===== src/design/gfd_pkg.sv =====
`timescale 1ns / 1ps

package gfd_pkg;

   // Grid geometry. Row stride is MaxCols; both are powers of two so the
   // word address is {row, col}.
   localparam int MaxCols     = 64;
   localparam int MaxRows     = 64;
   localparam int PosBits     = 6;
   localparam int AddrBits    = 2 * PosBits;
   localparam int GridWords   = MaxCols * MaxRows;
   localparam int CfgSizeBits = 7;

   // Datapath widths
   localparam int DataBits  = 32;
   localparam int AccBits   = DataBits + 3;
   localparam int MagBits   = AccBits - 1;
   localparam int HalfBits  = DataBits / 2;
   localparam int ProdBits  = MagBits + HalfBits;
   localparam int LoBits    = ProdBits + 1 - HalfBits;
   localparam int StepBits  = 4;

   // Configuration register indexes
   localparam int CsrIndexBits = 3;
   localparam logic [CsrIndexBits-1:0] REG_GRID_WIDTH     = 3'd0;
   localparam logic [CsrIndexBits-1:0] REG_GRID_HEIGHT    = 3'd1;
   localparam logic [CsrIndexBits-1:0] REG_INV_DX         = 3'd2;
   localparam logic [CsrIndexBits-1:0] REG_INV_DY         = 3'd3;
   localparam logic [CsrIndexBits-1:0] REG_INV_DX_SQUARED = 3'd4;
   localparam logic [CsrIndexBits-1:0] REG_INV_DY_SQUARED = 3'd5;
   localparam logic [CsrIndexBits-1:0] REG_INV_FOUR_DXDY  = 3'd6;

   // Commands
   localparam logic CMD_LOAD  = 1'b0;
   localparam logic CMD_QUERY = 1'b1;

   typedef enum logic [1:0] {ST_IDLE, ST_RUN, ST_WAIT, ST_HOLD} state_type;

   typedef enum logic [1:0] {CLS_LO, CLS_HI, CLS_NEAR, CLS_INNER} axis_class_type;

   typedef enum logic [2:0] {OFS_U1, OFS_V1, OFS_O0, OFS_O1, OFS_O2} tap_sel_type;

   typedef enum logic [1:0] {COEF_PLUS_ONE, COEF_MINUS_ONE, COEF_MINUS_TWO} coef_type;

   typedef enum logic [2:0] {SLOT_DX, SLOT_DXX, SLOT_DY, SLOT_DYY, SLOT_DXY} slot_type;

   typedef enum logic [1:0] {SHIFT_16, SHIFT_17, SHIFT_18} shift_type;

   typedef struct packed {
      coef_type  coef;
      logic      first;
      logic      last;
      slot_type  slot;
      shift_type shift;
   } tap_tag_type;

   typedef struct packed {
      logic        valid;
      tap_tag_type tag;
   } issue_type;

   typedef struct packed {
      logic                wr_en;
      logic [AddrBits-1:0] wr_addr;
      logic [DataBits-1:0] wr_data;
      logic                rd_en;
      logic [AddrBits-1:0] rd_addr;
   } ram_req_type;

   typedef struct packed {
      logic [CfgSizeBits-1:0] width;
      logic [CfgSizeBits-1:0] height;
   } geom_type;

   typedef struct packed {
      logic [DataBits-1:0] inv_dx;
      logic [DataBits-1:0] inv_dy;
      logic [DataBits-1:0] inv_dx_squared;
      logic [DataBits-1:0] inv_dy_squared;
      logic [DataBits-1:0] inv_four_dxdy;
   } coef_set_type;

   typedef struct packed {
      logic [DataBits-1:0] d_x;
      logic [DataBits-1:0] d_y;
      logic [DataBits-1:0] d_xx;
      logic [DataBits-1:0] d_yy;
      logic [DataBits-1:0] d_xy;
      logic                saturated;
   } result_type;

   typedef struct packed {
      logic               rsp_load;
      logic [PosBits-1:0] col;
      logic [PosBits-1:0] row;
   } seq_status_type;

endpackage


===== src/design/gfd_scale_unit.sv =====
`timescale 1ns / 1ps

// Tap accumulator followed by the shared scale pipe:
// numerator -> |num| * k_lo + half -> |num| * k_hi + lo -> shift, round, saturate.
module gfd_scale_unit (
   input  logic                          clock,
   input  logic                          reset,
   input  gfd_pkg::issue_type            issue,
   input  logic [gfd_pkg::DataBits-1:0]  rd_data,
   input  gfd_pkg::coef_set_type         coefs,
   output gfd_pkg::result_type           result,
   output logic                          done
);
   import gfd_pkg::*;

   localparam logic [ProdBits:0] PosLimit = (ProdBits+1)'(64'h7FFF_FFFF);
   localparam logic [ProdBits:0] NegLimit = (ProdBits+1)'(64'h8000_0000);

   // tap stage, aligned with the RAM read data
   logic        tap_valid_ff, tap_valid_in;
   tap_tag_type tag_ff, tag_in;

   // accumulate stage
   logic signed [AccBits-1:0] acc_ff, acc_in;
   logic                      num_valid_ff, num_valid_in;
   logic signed [AccBits-1:0] num_ff, num_in;
   slot_type                  num_slot_ff, num_slot_in;
   shift_type                 num_shift_ff, num_shift_in;

   // low partial product stage
   logic                mul_valid_ff, mul_valid_in;
   logic [MagBits-1:0]  mag_ff, mag_in;
   logic [HalfBits-1:0] kh_ff, kh_in;
   logic [LoBits-1:0]   lo_ff, lo_in;
   logic                neg_ff, neg_in;
   slot_type            mul_slot_ff, mul_slot_in;
   shift_type           mul_shift_ff, mul_shift_in;

   // result slots
   result_type res_ff, res_in;
   logic       done_ff, done_in;

   logic signed [AccBits-1:0] sample_ext;
   logic signed [AccBits-1:0] term;
   logic signed [AccBits-1:0] sum;
   logic signed [AccBits-1:0] abs_val;
   logic [DataBits-1:0]       k_sel;
   logic [ProdBits:0]         half_val;
   logic [ProdBits-1:0]       prod_lo;
   logic [ProdBits:0]         lo_sum;
   logic [ProdBits-1:0]       prod_hi;
   logic [ProdBits:0]         total;
   logic [ProdBits:0]         shifted;
   logic                      clip;
   logic [DataBits-1:0]       value;

   // accumulate
   always_comb begin
      sample_ext = {{(AccBits-DataBits){rd_data[DataBits-1]}}, rd_data};
      case (tag_ff.coef)
         COEF_PLUS_ONE:  term = sample_ext;
         COEF_MINUS_ONE: term = -sample_ext;
         COEF_MINUS_TWO: term = -(sample_ext <<< 1);
         default:        term = '0;
      endcase
      sum = (tag_ff.first ? '0 : acc_ff) + term;

      tap_valid_in = issue.valid;
      tag_in       = issue.tag;
      acc_in       = tap_valid_ff ? sum : acc_ff;
      num_valid_in = tap_valid_ff && tag_ff.last;
      num_in       = sum;
      num_slot_in  = tag_ff.slot;
      num_shift_in = tag_ff.shift;
   end

   // magnitude times low half of the coefficient, rounding constant folded in
   always_comb begin
      abs_val = num_ff[AccBits-1] ? -num_ff : num_ff;
      case (num_slot_ff)
         SLOT_DX:  k_sel = coefs.inv_dx;
         SLOT_DXX: k_sel = coefs.inv_dx_squared;
         SLOT_DY:  k_sel = coefs.inv_dy;
         SLOT_DYY: k_sel = coefs.inv_dy_squared;
         SLOT_DXY: k_sel = coefs.inv_four_dxdy;
         default:  k_sel = '0;
      endcase
      case (num_shift_ff)
         SHIFT_17: half_val = (ProdBits+1)'(1) << (HalfBits);
         SHIFT_18: half_val = (ProdBits+1)'(1) << (HalfBits + 1);
         default:  half_val = (ProdBits+1)'(1) << (HalfBits - 1);
      endcase
      prod_lo = abs_val[MagBits-1:0] * k_sel[HalfBits-1:0];
      lo_sum  = {1'b0, prod_lo} + half_val;

      mul_valid_in = num_valid_ff;
      mag_in       = abs_val[MagBits-1:0];
      kh_in        = k_sel[DataBits-1:HalfBits];
      lo_in        = lo_sum[ProdBits:HalfBits];
      neg_in       = num_ff[AccBits-1];
      mul_slot_in  = num_slot_ff;
      mul_shift_in = num_shift_ff;
   end

   // high half, final shift, saturation
   always_comb begin
      prod_hi = mag_ff * kh_ff;
      total   = {1'b0, prod_hi} + (ProdBits+1)'(lo_ff);
      case (mul_shift_ff)
         SHIFT_17: shifted = total >> 1;
         SHIFT_18: shifted = total >> 2;
         default:  shifted = total;
      endcase
      clip = neg_ff ? (shifted > NegLimit) : (shifted > PosLimit);
      if (clip) begin
         value = neg_ff ? 32'h8000_0000 : 32'h7FFF_FFFF;
      end else begin
         value = neg_ff ? -shifted[DataBits-1:0] : shifted[DataBits-1:0];
      end

      res_in = res_ff;
      if (mul_valid_ff) begin
         case (mul_slot_ff)
            SLOT_DX:  res_in.d_x  = value;
            SLOT_DXX: res_in.d_xx = value;
            SLOT_DY:  res_in.d_y  = value;
            SLOT_DYY: res_in.d_yy = value;
            SLOT_DXY: res_in.d_xy = value;
            default:  ;
         endcase
         // d_x is always the first value of a query
         res_in.saturated = (mul_slot_ff == SLOT_DX) ? clip : (res_ff.saturated | clip);
      end
      done_in = mul_valid_ff && (mul_slot_ff == SLOT_DXY);
   end

   always_ff @(posedge clock) begin
      if (reset) begin
         tap_valid_ff <= 1'b0;
         num_valid_ff <= 1'b0;
         mul_valid_ff <= 1'b0;
         done_ff      <= 1'b0;
      end else begin
         tap_valid_ff <= tap_valid_in;
         num_valid_ff <= num_valid_in;
         mul_valid_ff <= mul_valid_in;
         done_ff      <= done_in;
      end
   end

   always_ff @(posedge clock) begin
      tag_ff       <= tag_in;
      acc_ff       <= acc_in;
      num_ff       <= num_in;
      num_slot_ff  <= num_slot_in;
      num_shift_ff <= num_shift_in;
      mag_ff       <= mag_in;
      kh_ff        <= kh_in;
      lo_ff        <= lo_in;
      neg_ff       <= neg_in;
      mul_slot_ff  <= mul_slot_in;
      mul_shift_ff <= mul_shift_in;
      res_ff       <= res_in;
   end

   assign result = res_ff;
   assign done   = done_ff;

endmodule


===== config.mk =====
export PLATFORM = sky130hd
export DESIGN_NAME = gfd_scale_unit
export DESIGN_NICKNAME = d
export VERILOG_FILES = /design/src/design/gfd_pkg.sv /design/src/design/gfd_scale_unit.sv
export SDC_FILE = /design/constraint.sdc
export NUM_CORES = 2
export LEC_CHECK = 0
export BUFFER_PORTS_ARGS = -buffer_cell sky130_fd_sc_hd__buf_2
export CELL_PAD_IN_SITES_DETAIL_PLACEMENT = 1
export CELL_PAD_IN_SITES_GLOBAL_PLACEMENT = 1
export CORE_AREA = 2 2 385 387
export CTS_CLUSTER_DIAMETER = 30
export CTS_CLUSTER_SIZE = 10
export DETAILED_ROUTE_END_ITERATION = 6
export DIE_AREA = 0 0 387 389
export PLACE_DENSITY_LB_ADDON = 0.12
export SYNTH_ARGS = -nofsm -noshare
export SYNTH_HDL_FRONTEND = slang
export SYNTH_SLANG_ARGS = --single-unit

===== constraint.sdc =====
create_clock -name clock -period 9.32 [get_ports clock]
set_clock_uncertainty 0.05 [all_clocks]
set_input_delay 1.864 -clock clock [delete_from_list [all_inputs] [get_ports clock]]
set_output_delay 1.864 -clock clock [all_outputs]
set_load 0.01 [all_outputs]

After elaboration in Yosys (flattened, before gate mapping)
Index checks and enable logic that the tools add are counted.
Storage, ports and cells
  output and inout port bits: 162
  flip-flop bits (word level): 340
  logic and storage cells: 72
  input port bits: 204
Cells by class
  add/sub/neg operators: 7
  reduce and logical (&&, ||, !) cells: 10
  eq/ne operators: 14
  muxes and demuxes: 11
  magnitude comparators: 2
  bitwise operators: 1
  multipliers: 2
Operators by type and width (count)
  one-hot mux 32 bit (5 select lines): 1
  one-hot mux 35 bit (3 select lines): 1
  one-hot mux 51 bit (2 select lines): 1
  multiplier 34 x 16 -> 50 bit: 2
  2-to-1 mux 32 bit: 3
  adder 50 x 35 -> 51 bit: 1
  adder 50 x 51 -> 51 bit: 1
  > comparator 51 x 31 -> 1 bit, second input constant: 1
  > comparator 51 x 32 -> 1 bit, second input constant: 1
  one-hot mux 18 bit (2 select lines): 1
  adder 35 bit: 1
  2-to-1 mux 35 bit: 1
  negator 32 -> 35 bit: 1
  negator 33 -> 35 bit: 1
  2-to-1 mux 34 bit: 1
  negator 34 bit: 1
  negator 32 bit: 1
  == test 3 x 2 -> 1 bit, second input constant: 4
  AND reduction 2 bit: 5
  == test 2 x 1 -> 1 bit, second input constant: 3
  == test 2 bit, second input constant: 3
  == test 3 x 1 -> 1 bit, second input constant: 2
  == test 3 bit, second input constant: 2
  logical NOT 3 bit: 2
  4 further kinds: 6

Longest topological paths before layout
  word-level depth: 7
  mapped depth: 37
  mapped depth without buffers: 36

Worst setup path before layout
OpenSTA, ideal clock, no wires.
  path type: register -> register
  start point: reg num_ff[5]
  end point: reg lo_ff[34]
  path slack: 0.051 ns
  arrival: 9.146 ns
  clock period less this slack: 9.269 ns
  cell stages (with the launch flop): 34
  path buffers: 1
  data required time: 9.198 ns
  setup time: 0.072 ns
  path through: dfxtp_1 -> or4_1 -> nor4_1 -> nand2_1 -> or4_1 -> or3b_2 -> o31ai_1 -> nand2_1 -> o31a_1 -> xnor2_1 -> inv_1 -> clkbuf_1 -> nand2_1 -> fa_1 -> inv_1 -> fa_1 -> inv_1 -> fa_1 -> fa_1 -> fa_1 -> inv_1 -> fa_1 -> ha_1 -> a21o_1 -> a21o_1 -> a21oi_1 -> a311oi_1 -> a311o_1 -> a31o_2 -> a221o_1 -> o31a_1 -> a41oi_1 -> nor2b_1 -> xnor2_1
On the way
  longest elaborated chain between the ends: 4
Ends and longest elaborated chain
  from (decl): RTL line gfd_scale_unit.sv:26  | logic signed [AccBits-1:0] num_ff, num_in;
  from (signal assigned): RTL line gfd_scale_unit.sv:154  | num_ff <= num_in;
  negator 34 bit: RTL line gfd_scale_unit.sv:79  | abs_val = num_ff[AccBits-1] ? -num_ff : num_ff;
  2-to-1 mux 34 bit: RTL line gfd_scale_unit.sv:79
  via abs_val[33]: RTL line gfd_scale_unit.sv:46  | logic signed [AccBits-1:0] abs_val;
  multiplier 34 x 16 -> 50 bit: RTL line gfd_scale_unit.sv:93  | prod_lo = abs_val[MagBits-1:0] * k_sel[HalfBits-1:0];
  adder 50 x 51 -> 51 bit: RTL line gfd_scale_unit.sv:94  | lo_sum = {1'b0, prod_lo} + half_val;
  via lo_sum[50]: RTL line gfd_scale_unit.sv:50  | logic [ProdBits:0] lo_sum;
  to (signal assigned): RTL line gfd_scale_unit.sv:159  | lo_ff <= lo_in;
  to (decl): RTL line gfd_scale_unit.sv:34  | logic [LoBits-1:0] lo_ff, lo_in;
The timed path passes the listed nets, and every way through them passes these cells.
A chain may end at the register's enable or synchronous reset.

Worst setup path after layout
  start point: reg kh_ff[9]
  end point: reg res_ff, in the netlist result[54], data pin
On the way
  longest elaborated chain between the ends: 6
  elaborated cells on any way between the ends: 9
  classes of those cells: add/sub (2); mul (1); order compare (2); mux (4)
Ends and longest elaborated chain
  from (decl): RTL line gfd_scale_unit.sv:33  | logic [HalfBits-1:0] kh_ff, kh_in;
  from (signal assigned): RTL line gfd_scale_unit.sv:158  | kh_ff <= kh_in;
  multiplier 34 x 16 -> 50 bit (*): RTL line gfd_scale_unit.sv:107  | prod_hi = mag_ff * kh_ff;
  adder 50 x 35 -> 51 bit (*): RTL line gfd_scale_unit.sv:108  | total = {1'b0, prod_hi} + (ProdBits+1)'(lo_ff);
  one-hot mux 51 bit (2 select lines) (*): RTL line gfd_scale_unit.sv:109  | case (mul_shift_ff)
  > comparator 51 x 31 -> 1 bit, or another cell as far along: RTL line gfd_scale_unit.sv:114  | clip = neg_ff ? (shifted > NegLimit) : (shifted > PosLimit);
  2-to-1 mux 1 bit / 2-to-1 mux 32 bit (equally long branches): RTL line gfd_scale_unit.sv:114, gfd_scale_unit.sv:118
  2-to-1 mux 32 bit (*): RTL line gfd_scale_unit.sv:115  | if (clip) begin
  via value[21]: RTL line gfd_scale_unit.sv:55  | logic [DataBits-1:0] value;
  to (signal assigned): RTL line gfd_scale_unit.sv:163  | res_ff <= res_in;
  to (decl): RTL line gfd_scale_unit.sv:40  | result_type res_ff, res_in;
The timed path passes the listed nets; every way through them passes the cells marked *.

==> reports/metrics.yaml <==
run_status:
  outcome: "finished clean"
cts:
  holdBufCountCts: 0
  cts_buffers: 87
  cts_buffer_depth: 3
  clock_latency_ps: 720
  ctsRootBufferMaster: "clkbuf_16"
  cts-htree-levels: 3
  path_clk_slew_ps: 50
  cts_tree: "done"
  clock-sinks: 340
die:
  core_area_um2: 146600
  num_io_pins: 366
  initial_core_util_pct: 34.83
  die_h_um: 389
  dieArea_um2: 150500
  placementRows: 141
  die_w_um: 387
critical_path:
  critPathLaunchType: "flip-flop"
  worstPathRequired_ps: 9660
  cpMaxStageDelayCell: "fa_1"
  r2r_cells: 29
  r2r-end: "result[54]"
  r2r_slack_ps: 390
  worstPathMaxFanout: 34
  crit_type: "flip-flop to flip-flop"
  worst_path_dominant_cell_family: "adder cells"
  path_buf_inv: 9
  timing.rr.start: "kh_ff[9]"
  max_stage_delay_ps: 560
  crit_path_end_kind: "flip-flop"
  cpMostUsedCell: "fa_1"
  arrival_ps: 9280
finish:
  final_area_um2: 60800
  fin_util_pct: 41.47
  fin_nets: 7579
  mostFrequentLayoutCells: "inv_1, fa_1, nand2_1"
  area.growth.synth_to_final_pct: 19.09
  final_common_cell: "inv_1"
  drive_gt1_share_pct: 16.04
routing:
  routedWlPerCell_um: 21.84
  drtIter0Drc: 1836
  wirelength_um: 177600
  ant_nets: 0
  drc: 0
  vias: 40590
  viasPerCell: 4.992
  dr.pass1.iters: 5
global_routing:
  grt_max_degree: 60
  gr-total-overflow: 0
  grtUsageTotal_pct: 23.72
  antenna_found_initial: 8
  grt_pass1_wl_um: 274000
  first_global_vias: 45010
logic_synthesis:
  synth_seq_area_share_pct: 17.17
  synth_cells: 5546
  synth_ff_type: "edfxtp_1"
  synth_fp_nets: 7002
  yosys_warnings: 0
  synth-seq-cells: 340
  syn-cell-area_um2: 51060
  synth_cell_types: 93
  synth_edf_count: 196
  synthArstFlopShare_pct: 0
  synth_area_per_cell_um2: 9.206
placement:
  placed_area_um2: 57580
  hpwl_um: 147100
  port_buffers: 365
  dpl_worst_slack_ps: -391.8
  gp_congestion: 0.8506
sta:
  fmax_mhz: 111.9
  post-route-period-util_pct: 95.85
  final-hold-violation-count: 0
  finalSetupViolCount: 0
  period_minus_slack_ps: 8933
  worstMarginPinSlew_ps: 1300
  whs_ps: 273.5
  slew_headroom_pct: 13.25
  slew_violations: 0
  setup_slack_ps: 386.7
hold_path:
  worstHoldPathType: "flip-flop to flip-flop"
  hold_depth: 0
  hold-path-endpoint: "mul_slot_in[1]"
  hp-start: "num_slot_in[1]"
run:
  cap_violations: 0
[what timing repair did]
item,in CTS,in global routing
setup buffers,0,7
pin swaps,2,3
endpoints found under the setup margin,4,131
gates resized for setup,12,23
cloned,0,0
[layer usage]
| layer | up-vias | global-route usage (%) | part of all wire, % |
|---|---|---|---|
| met5 | - | 0 | 0.0073 |
| met4 | 2 | 6.995 | 3.2 |
| met3 | 249 | 2.871 | 3.8 |
| met2 | 794 | 40.64 | 48 |
| met1 | 21050 | 31.43 | 45 |
| li1 | 18490 | - | - |
[flip-flops by register name, indices dropped and copies added, names as in the netlist, 2 cells and up]
register,flops
result,161
acc_ff,35
lo_ff,35
num_ff,35
mag_ff,34
kh_ff,16
tag_ff,4
mul_slot_ff,3
mul_slot_in,3
num_slot_in,3
mul_shift_ff,2
mul_shift_in,2
num_shift_in,2
[metrics by stage]
stage / setup TNS, ps / cells
3_5_place_dp: -2401 / 7957
5_1_grt: -4.210 / 8131
3_3_place_gp: -1288 / 7957
4_1_cts: 0 / 8120
6_report: 0 / 8131
2_1_floorplan: 0 / 5546
[area by class of cell]
cell class | instances | area [um2]
clock inverter | 64 | 737.0
sequential | 340 | 8786
multi-input combinational | 3870 | 37520
fill | 16850 | 85800
clock buffer | 99 | 2313
antenna | 4 | 10.01
timing repair buffer | 740 | 4950
tap | 1930 | 2415
inverter | 1084 | 4073
[synthesized netlist by cell type, drive strengths merged (23+ instances only)]
| cell | number | area share [%] |
|---|---|---|
| o22ai | 34 | 0.42 |
| xnor2 | 88 | 1.5 |
| nor2b | 80 | 0.98 |
| a21oi | 143 | 1.4 |
| or3 | 23 | 0.32 |
| clkbuf | 239 | 1.8 |
| o21ai | 137 | 1.4 |
| ha | 320 | 7.8 |
| a221o | 37 | 0.73 |
| nor2 | 218 | 1.6 |
| nor3 | 55 | 0.54 |
| and3 | 25 | 0.31 |
| fa | 932 | 37 |
| nand4 | 29 | 0.37 |
| nand2b | 37 | 0.47 |
| nand2 | 903 | 6.6 |
| nand3 | 47 | 0.46 |
| inv | 1082 | 8.0 |
| edfxtp | 196 | 12 |
| xor2 | 91 | 1.6 |
| dfxtp | 144 | 5.6 |
| and2 | 256 | 3.1 |
| a21o | 59 | 0.87 |
| mux2i | 39 | 0.76 |
[worst max path at each step]
stage                          from  depth (start not counted)  slack (ps)         end
after floorplan           num_ff[5]                         33          50   lo_ff[34]
after detailed placement  coefs[34]                         29        -390   lo_ff[34]
final                      kh_ff[9]                         29         390  result[54]
after CTS                 mag_ff[7]                         31          60  result[42]
after global placement    coefs[34]                         29        -290   lo_ff[33]
after global routing      num_ff[0]                         36          -4   lo_ff[34]
[logic make-up after synthesis]
| kind of cell | count (synthesis) | synth area share [%] |
|---|---|---|
| and+or+nand+nor | 1763 | 16.20 |
| buffers and inverters | 1336 | 9.844 |
| adders and majority gates | 1252 | 44.38 |
| AOI/OAI and AO/OA | 629 | 8.352 |
| DFF | 340 | 17.17 |
| xor gates and xnor gates | 179 | 3.085 |
| muxes | 47 | 0.9631 |
Power is not shown: default switching activity piles up to over one toggle a cycle in this logic, so the estimate is an artifact.
