[src/design/gfd_pkg.sv]
`timescale 1ns / 1ps

package gfd_pkg;

   // Grid geometry. Row stride is MaxCols; both are powers of two so the
   // word address is {row, col}.
   localparam int MaxCols     = 64;
   localparam int MaxRows     = 64;
   localparam int PosBits     = 6;
   localparam int AddrBits    = 2 * PosBits;
   localparam int GridWords   = MaxCols * MaxRows;
   localparam int CfgSizeBits = 7;

   // Datapath widths
   localparam int DataBits  = 32;
   localparam int AccBits   = DataBits + 3;
   localparam int MagBits   = AccBits - 1;
   localparam int HalfBits  = DataBits / 2;
   localparam int ProdBits  = MagBits + HalfBits;
   localparam int LoBits    = ProdBits + 1 - HalfBits;
   localparam int StepBits  = 4;

   // Configuration register indexes
   localparam int CsrIndexBits = 3;
   localparam logic [CsrIndexBits-1:0] REG_GRID_WIDTH     = 3'd0;
   localparam logic [CsrIndexBits-1:0] REG_GRID_HEIGHT    = 3'd1;
   localparam logic [CsrIndexBits-1:0] REG_INV_DX         = 3'd2;
   localparam logic [CsrIndexBits-1:0] REG_INV_DY         = 3'd3;
   localparam logic [CsrIndexBits-1:0] REG_INV_DX_SQUARED = 3'd4;
   localparam logic [CsrIndexBits-1:0] REG_INV_DY_SQUARED = 3'd5;
   localparam logic [CsrIndexBits-1:0] REG_INV_FOUR_DXDY  = 3'd6;

   // Commands
   localparam logic CMD_LOAD  = 1'b0;
   localparam logic CMD_QUERY = 1'b1;

   typedef enum logic [1:0] {ST_IDLE, ST_RUN, ST_WAIT, ST_HOLD} state_type;

   typedef enum logic [1:0] {CLS_LO, CLS_HI, CLS_NEAR, CLS_INNER} axis_class_type;

   typedef enum logic [2:0] {OFS_U1, OFS_V1, OFS_O0, OFS_O1, OFS_O2} tap_sel_type;

   typedef enum logic [1:0] {COEF_PLUS_ONE, COEF_MINUS_ONE, COEF_MINUS_TWO} coef_type;

   typedef enum logic [2:0] {SLOT_DX, SLOT_DXX, SLOT_DY, SLOT_DYY, SLOT_DXY} slot_type;

   typedef enum logic [1:0] {SHIFT_16, SHIFT_17, SHIFT_18} shift_type;

   typedef struct packed {
      coef_type  coef;
      logic      first;
      logic      last;
      slot_type  slot;
      shift_type shift;
   } tap_tag_type;

   typedef struct packed {
      logic        valid;
      tap_tag_type tag;
   } issue_type;

   typedef struct packed {
      logic                wr_en;
      logic [AddrBits-1:0] wr_addr;
      logic [DataBits-1:0] wr_data;
      logic                rd_en;
      logic [AddrBits-1:0] rd_addr;
   } ram_req_type;

   typedef struct packed {
      logic [CfgSizeBits-1:0] width;
      logic [CfgSizeBits-1:0] height;
   } geom_type;

   typedef struct packed {
      logic [DataBits-1:0] inv_dx;
      logic [DataBits-1:0] inv_dy;
      logic [DataBits-1:0] inv_dx_squared;
      logic [DataBits-1:0] inv_dy_squared;
      logic [DataBits-1:0] inv_four_dxdy;
   } coef_set_type;

   typedef struct packed {
      logic [DataBits-1:0] d_x;
      logic [DataBits-1:0] d_y;
      logic [DataBits-1:0] d_xx;
      logic [DataBits-1:0] d_yy;
      logic [DataBits-1:0] d_xy;
      logic                saturated;
   } result_type;

   typedef struct packed {
      logic               rsp_load;
      logic [PosBits-1:0] col;
      logic [PosBits-1:0] row;
   } seq_status_type;

endpackage

[src/design/gfd_channels.sv]
`timescale 1ns / 1ps

interface gfd_req_if;
   import gfd_pkg::*;

   logic                       valid;
   logic                       ready;
   logic                       command;
   logic signed [DataBits-1:0] sample;
   logic [PosBits-1:0]         col;
   logic [PosBits-1:0]         row;

   modport source (output valid, command, sample, col, row, input ready);
   modport sink (input valid, command, sample, col, row, output ready);
endinterface


[src/design/gfd_sequencer.sv]
`timescale 1ns / 1ps

// Takes words from the request channel, writes loads into the grid RAM and
// walks the 14 stencil taps of a query, one RAM read per cycle.
module gfd_sequencer (
   input  logic                    clock,
   input  logic                    reset,
   gfd_req_if.sink                 req,
   input  gfd_pkg::geom_type       geom,
   input  logic                    done,
   input  logic                    out_free,
   output gfd_pkg::ram_req_type    ram_req,
   output gfd_pkg::issue_type      issue,
   output gfd_pkg::seq_status_type status
);
   import gfd_pkg::*;

   localparam logic [StepBits-1:0] STEP_DX_A  = 4'd0;
   localparam logic [StepBits-1:0] STEP_DX_B  = 4'd1;
   localparam logic [StepBits-1:0] STEP_DXX_A = 4'd2;
   localparam logic [StepBits-1:0] STEP_DXX_B = 4'd3;
   localparam logic [StepBits-1:0] STEP_DXX_C = 4'd4;
   localparam logic [StepBits-1:0] STEP_DY_A  = 4'd5;
   localparam logic [StepBits-1:0] STEP_DY_B  = 4'd6;
   localparam logic [StepBits-1:0] STEP_DYY_A = 4'd7;
   localparam logic [StepBits-1:0] STEP_DYY_B = 4'd8;
   localparam logic [StepBits-1:0] STEP_DYY_C = 4'd9;
   localparam logic [StepBits-1:0] STEP_DXY_A = 4'd10;
   localparam logic [StepBits-1:0] STEP_DXY_B = 4'd11;
   localparam logic [StepBits-1:0] STEP_DXY_C = 4'd12;
   localparam logic [StepBits-1:0] STEP_DXY_D = 4'd13;

   // tap offsets, two's complement
   localparam logic [2:0] OFF_P2 = 3'b010;
   localparam logic [2:0] OFF_P1 = 3'b001;
   localparam logic [2:0] OFF_Z  = 3'b000;
   localparam logic [2:0] OFF_M1 = 3'b111;
   localparam logic [2:0] OFF_M2 = 3'b110;

   state_type            state_ff, state_in;
   logic [StepBits-1:0]  step_ff, step_in;
   logic [PosBits-1:0]   col_ff, col_in;
   logic [PosBits-1:0]   row_ff, row_in;
   axis_class_type       cls_x_ff, cls_x_in;
   axis_class_type       cls_y_ff, cls_y_in;
   logic [PosBits-1:0]   cs_ff, cs_in;
   logic [PosBits-1:0]   rs_ff, rs_in;

   logic               accept;
   logic               in_grid;
   logic               start;
   logic [PosBits-1:0] tap_col;
   logic [PosBits-1:0] tap_row;
   tap_tag_type        tag;

   function automatic axis_class_type classify(input logic [PosBits-1:0] p,
                                               input logic [CfgSizeBits-1:0] e);
      logic [CfgSizeBits-1:0] pe;
      axis_class_type         cls;
      pe = CfgSizeBits'(p);
      if (pe == e - CfgSizeBits'(1)) begin
         cls = CLS_HI;
      end else if (p == '0) begin
         cls = CLS_LO;
      end else if (pe == CfgSizeBits'(1) || pe == e - CfgSizeBits'(2)) begin
         cls = CLS_NEAR;
      end else begin
         cls = CLS_INNER;
      end
      return cls;
   endfunction

   // cross stencil pulls an edge coordinate one step inward
   function automatic logic [PosBits-1:0] inward(input logic [PosBits-1:0] p,
                                                 input axis_class_type cls);
      logic [PosBits-1:0] q;
      case (cls)
         CLS_HI:  q = p - PosBits'(1);
         CLS_LO:  q = PosBits'(1);
         default: q = p;
      endcase
      return q;
   endfunction

   function automatic logic [2:0] tap_offset(input axis_class_type cls,
                                             input tap_sel_type sel);
      logic [2:0] o;
      o = OFF_Z;
      case (sel)
         OFS_U1: o = (cls == CLS_HI) ? OFF_Z : OFF_P1;
         OFS_V1: o = (cls == CLS_LO) ? OFF_Z : OFF_M1;
         OFS_O0: begin
            case (cls)
               CLS_HI:   o = OFF_Z;
               CLS_NEAR: o = OFF_P1;
               default:  o = OFF_P2;
            endcase
         end
         OFS_O1: begin
            case (cls)
               CLS_LO:  o = OFF_P1;
               CLS_HI:  o = OFF_M1;
               default: o = OFF_Z;
            endcase
         end
         OFS_O2: begin
            case (cls)
               CLS_LO:   o = OFF_Z;
               CLS_NEAR: o = OFF_M1;
               default:  o = OFF_M2;
            endcase
         end
         default: o = OFF_Z;
      endcase
      return o;
   endfunction

   function automatic logic [PosBits-1:0] move(input logic [PosBits-1:0] p,
                                                input logic [2:0] o);
      return p + {{(PosBits-3){o[2]}}, o};
   endfunction

   assign accept  = req.valid && req.ready;
   assign in_grid = (CfgSizeBits'(req.col) < geom.width) &&
                    (CfgSizeBits'(req.row) < geom.height);
   assign start   = accept && (req.command == CMD_QUERY) && in_grid;

   // next state
   always_comb begin
      state_in = state_ff;
      unique case (state_ff)
         ST_IDLE: if (start) state_in = ST_RUN;
         ST_RUN:  if (step_ff == STEP_DXY_D) state_in = ST_WAIT;
         ST_WAIT: begin
            if (done) state_in = out_free ? ST_IDLE : ST_HOLD;
         end
         ST_HOLD: if (out_free) state_in = ST_IDLE;
         default: state_in = ST_IDLE;
      endcase
   end

   // step counter and query context
   always_comb begin
      step_in  = (state_ff == ST_RUN) ? step_ff + StepBits'(1) : '0;
      col_in   = col_ff;
      row_in   = row_ff;
      cls_x_in = cls_x_ff;
      cls_y_in = cls_y_ff;
      cs_in    = cs_ff;
      rs_in    = rs_ff;
      if (state_ff == ST_IDLE) begin
         col_in   = req.col;
         row_in   = req.row;
         cls_x_in = classify(req.col, geom.width);
         cls_y_in = classify(req.row, geom.height);
         cs_in    = inward(req.col, classify(req.col, geom.width));
         rs_in    = inward(req.row, classify(req.row, geom.height));
      end
   end

   // tap address and tag for the current step
   always_comb begin
      tap_col   = col_ff;
      tap_row   = row_ff;
      tag.coef  = COEF_PLUS_ONE;
      tag.first = 1'b0;
      tag.last  = 1'b0;
      tag.slot  = SLOT_DX;
      tag.shift = SHIFT_16;
      unique case (step_ff)
         STEP_DX_A: begin
            tap_col   = move(col_ff, tap_offset(cls_x_ff, OFS_U1));
            tag.first = 1'b1;
         end
         STEP_DX_B: begin
            tap_col   = move(col_ff, tap_offset(cls_x_ff, OFS_V1));
            tag.coef  = COEF_MINUS_ONE;
            tag.last  = 1'b1;
            tag.shift = (cls_x_ff == CLS_LO || cls_x_ff == CLS_HI) ? SHIFT_16 : SHIFT_17;
         end
         STEP_DXX_A: begin
            tap_col   = move(col_ff, tap_offset(cls_x_ff, OFS_O0));
            tag.first = 1'b1;
            tag.slot  = SLOT_DXX;
         end
         STEP_DXX_B: begin
            tap_col  = move(col_ff, tap_offset(cls_x_ff, OFS_O1));
            tag.coef = COEF_MINUS_TWO;
            tag.slot = SLOT_DXX;
         end
         STEP_DXX_C: begin
            tap_col   = move(col_ff, tap_offset(cls_x_ff, OFS_O2));
            tag.last  = 1'b1;
            tag.slot  = SLOT_DXX;
            tag.shift = (cls_x_ff == CLS_INNER) ? SHIFT_18 : SHIFT_16;
         end
         STEP_DY_A: begin
            tap_row   = move(row_ff, tap_offset(cls_y_ff, OFS_U1));
            tag.first = 1'b1;
            tag.slot  = SLOT_DY;
         end
         STEP_DY_B: begin
            tap_row   = move(row_ff, tap_offset(cls_y_ff, OFS_V1));
            tag.coef  = COEF_MINUS_ONE;
            tag.last  = 1'b1;
            tag.slot  = SLOT_DY;
            tag.shift = (cls_y_ff == CLS_LO || cls_y_ff == CLS_HI) ? SHIFT_16 : SHIFT_17;
         end
         STEP_DYY_A: begin
            tap_row   = move(row_ff, tap_offset(cls_y_ff, OFS_O0));
            tag.first = 1'b1;
            tag.slot  = SLOT_DYY;
         end
         STEP_DYY_B: begin
            tap_row  = move(row_ff, tap_offset(cls_y_ff, OFS_O1));
            tag.coef = COEF_MINUS_TWO;
            tag.slot = SLOT_DYY;
         end
         STEP_DYY_C: begin
            tap_row   = move(row_ff, tap_offset(cls_y_ff, OFS_O2));
            tag.last  = 1'b1;
            tag.slot  = SLOT_DYY;
            tag.shift = (cls_y_ff == CLS_INNER) ? SHIFT_18 : SHIFT_16;
         end
         STEP_DXY_A: begin
            tap_col   = move(cs_ff, OFF_P1);
            tap_row   = move(rs_ff, OFF_P1);
            tag.first = 1'b1;
            tag.slot  = SLOT_DXY;
         end
         STEP_DXY_B: begin
            tap_col  = move(cs_ff, OFF_P1);
            tap_row  = move(rs_ff, OFF_M1);
            tag.coef = COEF_MINUS_ONE;
            tag.slot = SLOT_DXY;
         end
         STEP_DXY_C: begin
            tap_col  = move(cs_ff, OFF_M1);
            tap_row  = move(rs_ff, OFF_P1);
            tag.coef = COEF_MINUS_ONE;
            tag.slot = SLOT_DXY;
         end
         STEP_DXY_D: begin
            tap_col  = move(cs_ff, OFF_M1);
            tap_row  = move(rs_ff, OFF_M1);
            tag.last = 1'b1;
            tag.slot = SLOT_DXY;
         end
         default: ;
      endcase
   end

   // outputs
   always_comb begin
      req.ready       = (state_ff == ST_IDLE);
      ram_req.wr_en   = (state_ff == ST_IDLE) && req.valid &&
                        (req.command == CMD_LOAD) && in_grid;
      ram_req.wr_addr = {req.row, req.col};
      ram_req.wr_data = req.sample;
      ram_req.rd_en   = (state_ff == ST_RUN);
      ram_req.rd_addr = {tap_row, tap_col};
      issue.valid     = (state_ff == ST_RUN);
      issue.tag       = tag;
      status.rsp_load = ((state_ff == ST_WAIT) && done && out_free) ||
                        ((state_ff == ST_HOLD) && out_free);
      status.col      = col_ff;
      status.row      = row_ff;
   end

   always_ff @(posedge clock) begin
      if (reset) begin
         state_ff <= ST_IDLE;
         step_ff  <= '0;
      end else begin
         state_ff <= state_in;
         step_ff  <= step_in;
      end
   end

   always_ff @(posedge clock) begin
      col_ff   <= col_in;
      row_ff   <= row_in;
      cls_x_ff <= cls_x_in;
      cls_y_ff <= cls_y_in;
      cs_ff    <= cs_in;
      rs_ff    <= rs_in;
   end

endmodule

[src/flat_wrapper.sv]
// flat-port wrapper written by rule: the top's interface ports become plain ports
module gfd_sequencer_flat import gfd_pkg::*;
  (clock, reset, geom, done, out_free, ram_req, issue, status, req_valid, req_command, req_sample, req_col, req_row, req_ready);
  gfd_req_if req_i ();
  input  logic clock;
  input  logic reset;
  input  gfd_pkg::geom_type geom;
  input  logic done;
  input  logic out_free;
  output gfd_pkg::ram_req_type ram_req;
  output gfd_pkg::issue_type issue;
  output gfd_pkg::seq_status_type status;
  input wire logic [$bits(req_i.valid)-1:0] req_valid;
  input wire logic [$bits(req_i.command)-1:0] req_command;
  input wire logic [$bits(req_i.sample)-1:0] req_sample;
  input wire logic [$bits(req_i.col)-1:0] req_col;
  input wire logic [$bits(req_i.row)-1:0] req_row;
  output wire logic [$bits(req_i.ready)-1:0] req_ready;
  assign req_i.valid = req_valid;
  assign req_i.command = req_command;
  assign req_i.sample = req_sample;
  assign req_i.col = req_col;
  assign req_i.row = req_row;
  assign req_ready = req_i.ready;
  gfd_sequencer u_core (.clock(clock), .reset(reset), .req(req_i), .geom(geom), .done(done), .out_free(out_free), .ram_req(ram_req), .issue(issue), .status(status));
endmodule
[config.mk]
export PLATFORM = sky130hd
export DESIGN_NAME = gfd_sequencer_flat
export DESIGN_NICKNAME = d
export VERILOG_FILES = /design/src/design/gfd_pkg.sv /design/src/design/gfd_channels.sv /design/src/design/gfd_sequencer.sv /design/src/flat_wrapper.sv
export SDC_FILE = /design/constraint.sdc
export NUM_CORES = 1
export LEC_CHECK = 0
export BUFFER_PORTS_ARGS = -buffer_cell sky130_fd_sc_hd__buf_2
export CORE_AREA = 2 2 100 102
export DETAILED_ROUTE_END_ITERATION = 10
export DIE_AREA = 0 0 102 104
export PLACE_DENSITY = 0.74
export SLEW_MARGIN = 20
export SYNTH_ARGS = -nofsm -noshare
export SYNTH_HDL_FRONTEND = slang
export SYNTH_SLANG_ARGS = --single-unit
[constraint.sdc]
create_clock -name clock -period 3.05 [get_ports clock]
set_clock_uncertainty 0.15 [all_clocks]
set_input_delay 0.305 -clock clock [delete_from_list [all_inputs] [get_ports clock]]
set_output_delay 0.305 -clock clock [all_outputs]
set_load 0.005 [all_outputs]
# == Word-level counts from Yosys, hierarchy flattened ==
# Index checks and enable logic that the tools add are counted.
# word_totals
out_inout_bits,82
mem_count,0
wordCells,150
mem_bits_rw,0
ff_bits,34
latchBits,0
inputBits,64
mem_bits_ro,0
# op_classes
multipliers,0
n_shift,0
eq_ne,34
n_mux,47
magnitude_cmp,2
div,0
addsub,21
bitwise_logic,2
n_reduce_logical,36
# op_table
op,n
one-hot mux 6 bit (7 select lines),2
adder 6 bit,10
2-to-1 mux 3 bit,12
equality test 6 x 7 -> 1 bit,4
2-to-1 mux 2 bit,13
equality test 4 bit (second input constant),6
one-hot mux 3 bit (2 select lines),4
one-hot mux 6 bit (2 select lines),2
equality test 4 x 3 -> 1 bit (second input constant),4
one-hot mux 2 bit (4 select lines),2
< comparator 6 x 7 -> 1 bit,2
OR reduction 2 bit,7
subtractor 7 x 1 -> 7 bit (second input constant),2
subtractor 7 x 2 -> 7 bit (second input constant),2
adder 6 x 1 -> 6 bit (second input constant),2
adder 6 bit (second input constant),2
equality test 2 bit (second input constant),6
equality test 6 x 1 -> 1 bit (second input constant),2
zero test 6 bit,2
one-hot mux 2 bit (2 select lines),3
one-hot mux 3 bit (4 select lines),1
subtractor 6 x 1 -> 6 bit (second input constant),2
equality test 2 x 1 -> 1 bit (second input constant),5
zero test 2 bit,5
14 further kinds,40

# == Longest topological paths before layout ==
# depth
depth_word,9
ltp_mapped,16
ltp_nobuf,15

# == Worst setup path after synthesis ==
# Ideal clock, no wire load.
# synth_path
path_type,register -> output
from,reg u_core.step_ff[1]
to,out ram_req[4] in the netlist's numbering
required_time_ns,2.595
stages_incl_launch_ff,13
n_path_buf,2
t_arrival_ns,2.770
slack_ns,-0.175
path_cell_list,dfxtp_1 -> inv_1 -> ha_1 -> clkbuf_1 -> mux2_2 -> a32o_1 -> buf_2 -> a31o_2 -> fa_1 -> maj3_1 -> a21oi_1 -> xor2_1 -> o21ai_0
# synth_rtl
element,line,rtl
start: declaration,gfd_sequencer.sv:41,"logic [StepBits-1:0] step_ff, step_in;"
start signal: assignment,gfd_sequencer.sv:276,step_ff <= step_in;
end: declaration,flat_wrapper.sv:10,output gfd_pkg::ram_req_type ram_req;

==> results.md <==
* Outcome: finished with violations
* Failing checks: negative setup slack
* Antenna cell count at 0
* Clock Sinks at 34
* Placer Congestion at a little under 0.9
* 1st-pass router iterations at 4
* First-pass GRT wire length at around 16000 microns
* Max FO, Critical Path at 4
* Routed Antenna Nets at 0
* Power density over the cells at between 200 and 300 mW/mm^2
* Avg WL per Cell at 15.11 microns
* Number of distinct library cells after synthesis at 60
* Die W at 102 microns
* Vias at between 3000 and 4000
* Num rows at 36
* Fmax at 295.3 MHz
* Setup violators final at 10
* CORE AREA at around 0.0095 sq mm
* Ys async rst share at 0%
* Num CTS Buffers at 5
* GRT Util Overall at 17.97%
* Syn avg cell area at a little under 9 sq um
* EDFF count, synth at 28
* Crit-path cells: nor2b_4 > inv_1 > o21ai_4 > a221oi_4 > a211oi_2 > a21oi_2 > ha_2 > a21o_1 > buf_4 > maj3_2 > xnor2_2 > o221ai_1 > buf_2
* I/O Buffers at 81
* CP Data Arrival Time at just under 3 ns
* Post-Syn Instances at between 400 and 500
* Dpl ws at -0.2051 ns
* Post-CTS Hold Buffers at 0
* Yosys top cell area share at 20.48%
* Post-DP Area at between 0.004 and 0.005 sq mm
* Leakage dissipation at between 0.002 and 0.0025 uW
* Full die area at ~0.011 sq mm
* Top FF cell, synth: edfxtp_1
* Ports at ~150
* Critical path class: reg -> out
* CP max stage cell: dfxtp_4
* Vias in the first global route at 3469
* Yosys warning total at 0
* Net Count, Synth at slightly below 600
* Residual DRC at 0
* Req. time, crit path at 2.59 ns
* Post-synthesis sequential area ratio at between 20% and 30%
* CP max stage delay at between 0.3 and 0.4 ns
* Final hold vios at 0
* Min Hold Slack at 0.06307 ns
* Slew headroom at between 60 and 70%
* Die Span Y at 104 microns
* Layout cells sized above 1 at 37.86%
* Final-stage net count at 669
* Post-route setup slack at -0.3367 ns
* Setup_tns at -2.447 ns
* Design Area, Final at 0.005071 sq mm
* Area delta synth->final at 23.49%
* Peak supply drop at approximately 160 uV
* Slew @ Worst Pin at ~0.47 ns
* Max Buffers Root-to-Sink at 2
* Clock Latency Late Sink at 0.28 ns
* Synth top cells by count: ha_1 (50), buf_4 (46), inv_1 (44)
* Synth area leader: edfxtp_1
* Final period util at 111.0%
* RSZ-0062 raised after global routing: true
* Max_cap viols at 0
* Critical Path Source Type: register
* Min Tclk post-route at 3.387 ns
* Initial Utilization at 43.00%
* GR Overflow Total at 0
* Slew Limit Fails at 0
* Post-DP HPWL at 7776 microns
* Synth Register Bits at 34
* Pin count of the biggest net entering global routing at 30
* Root buf cell: clkbuf_8
* Post-Syn Area at between 0.004 and 0.005 sq mm
* H-Tree Depth at 2
* Largest cells by area after synthesis: edfxtp_1 (20%), ha_1 (15%), buf_4 (8.4%), xnor2_1 (8.1%), inv_1 (4.0%)
* Antenna violations before repair at 0
* Most common cell in the netlist: ha_1
* DRT iter0 DRCs at approximately 130
* Critical Path End Type: primary output
* Final WL at ~10000 microns
* Min-Delay Path Class: in -> reg
* Vias/cell at ~5.3
* Clock transition at path regs at roughly 0.070 ns
* TritonCTS clock tree: built
## cells by family after synthesis
family,share of synthesized area (%)
multiplexers,2.773
buffers and inverters,14.02
AO/OA/AOI/OAI,16.70
flip-flops,23.40
AND/OR/NAND/NOR,14.75
adder cells (fa/ha/maj),17.92
XOR/XNOR,10.45
## registers in the layout, indices dropped and copies added (netlist names)
signal / count
u_core.cls_y_ff: 2
u_core.col_ff: 6
u_core.cls_x_ff: 2
u_core.row_ff: 6
u_core.rs_ff: 6
u_core.step_ff: 4
u_core.cs_ff: 6
u_core.state_ff: 2
## per-stage QoR
step	util (%)	std cells	total power [uW]
final	53.11	685	1406
after global routing	53.11	685	1483
after CTS	50.75	673	1387
after detailed placement	47.73	661	1028
after global placement	47.73	661	1011
after floorplan	-	473	908.0
## final timing paths
check,startpoint,to,slack (ns),cells past startpoint
worst max-delay path,u_core.step_ff[3],ram_req[9],-0.34,13
worst min-delay path,reset,u_core.state_ff[1],0.06,2
worst max register to register,u_core.step_ff[1],u_core.state_ff[0],1.31,9
worst min register to register,u_core.step_ff[0],u_core.step_ff[0],0.42,2
## critical path, delay by kind of cell (launching register included)
family,cells,cell delay (ns)
compound gates,6,1.00
xor+xnor,1,0.16
buf+inv,3,0.39
flops,1,0.38
fa+ha+maj,2,0.53
simple gates,1,0.17
## layout by cell type, fill, tap and decap left out, drive strengths merged, types with 6 or more instances in the layout
cell type    n
a21o         8
a21oi       20
buf        133
clkbuf       7
dfxtp        6
edfxtp      28
ha          50
inv         44
mux2i        8
nand2       23
nand3       16
nand3b       6
nor2        32
nor3        11
o211ai       6
o21ai       21
xnor2       38
xor2        11
## routing by layer
metal | wire length [microns] | vias to the layer above | GRT usage (%)
li1 | - | 1787 | -
met1 | 4348 | 1704 | 22.77
met2 | 5171 | 139 | 31.39
met3 | 554 | 24 | 1.815
met4 | 274 | 0 | 6.095
met5 | 0 | - | 0
## report_power, final
part	internal, uW	total, uW	switching [uW]
registers	543	579	36.4
logic	236	488	252
clock network	182	339	157
total	960	1410	445
## area by class of cell
type                    count  area [sq um]
fillers                   866          4478
well taps                 133         166.4
repair buffers            133         810.8
inverters                  44         175.2
flip-flops and latches     34         973.4
multi-input cells         333          2854
clock inverters             1         5.005
clock buffers               7         86.33
## what timing repair did
item | in CTS | in global routing
gates resized for setup | 55 | 27
setup buffers | 5 | 13
pin swaps | 28 | 24
endpoints found under the setup margin | 11 | 10
No activity file was read; power rests on OpenSTA's default activity.
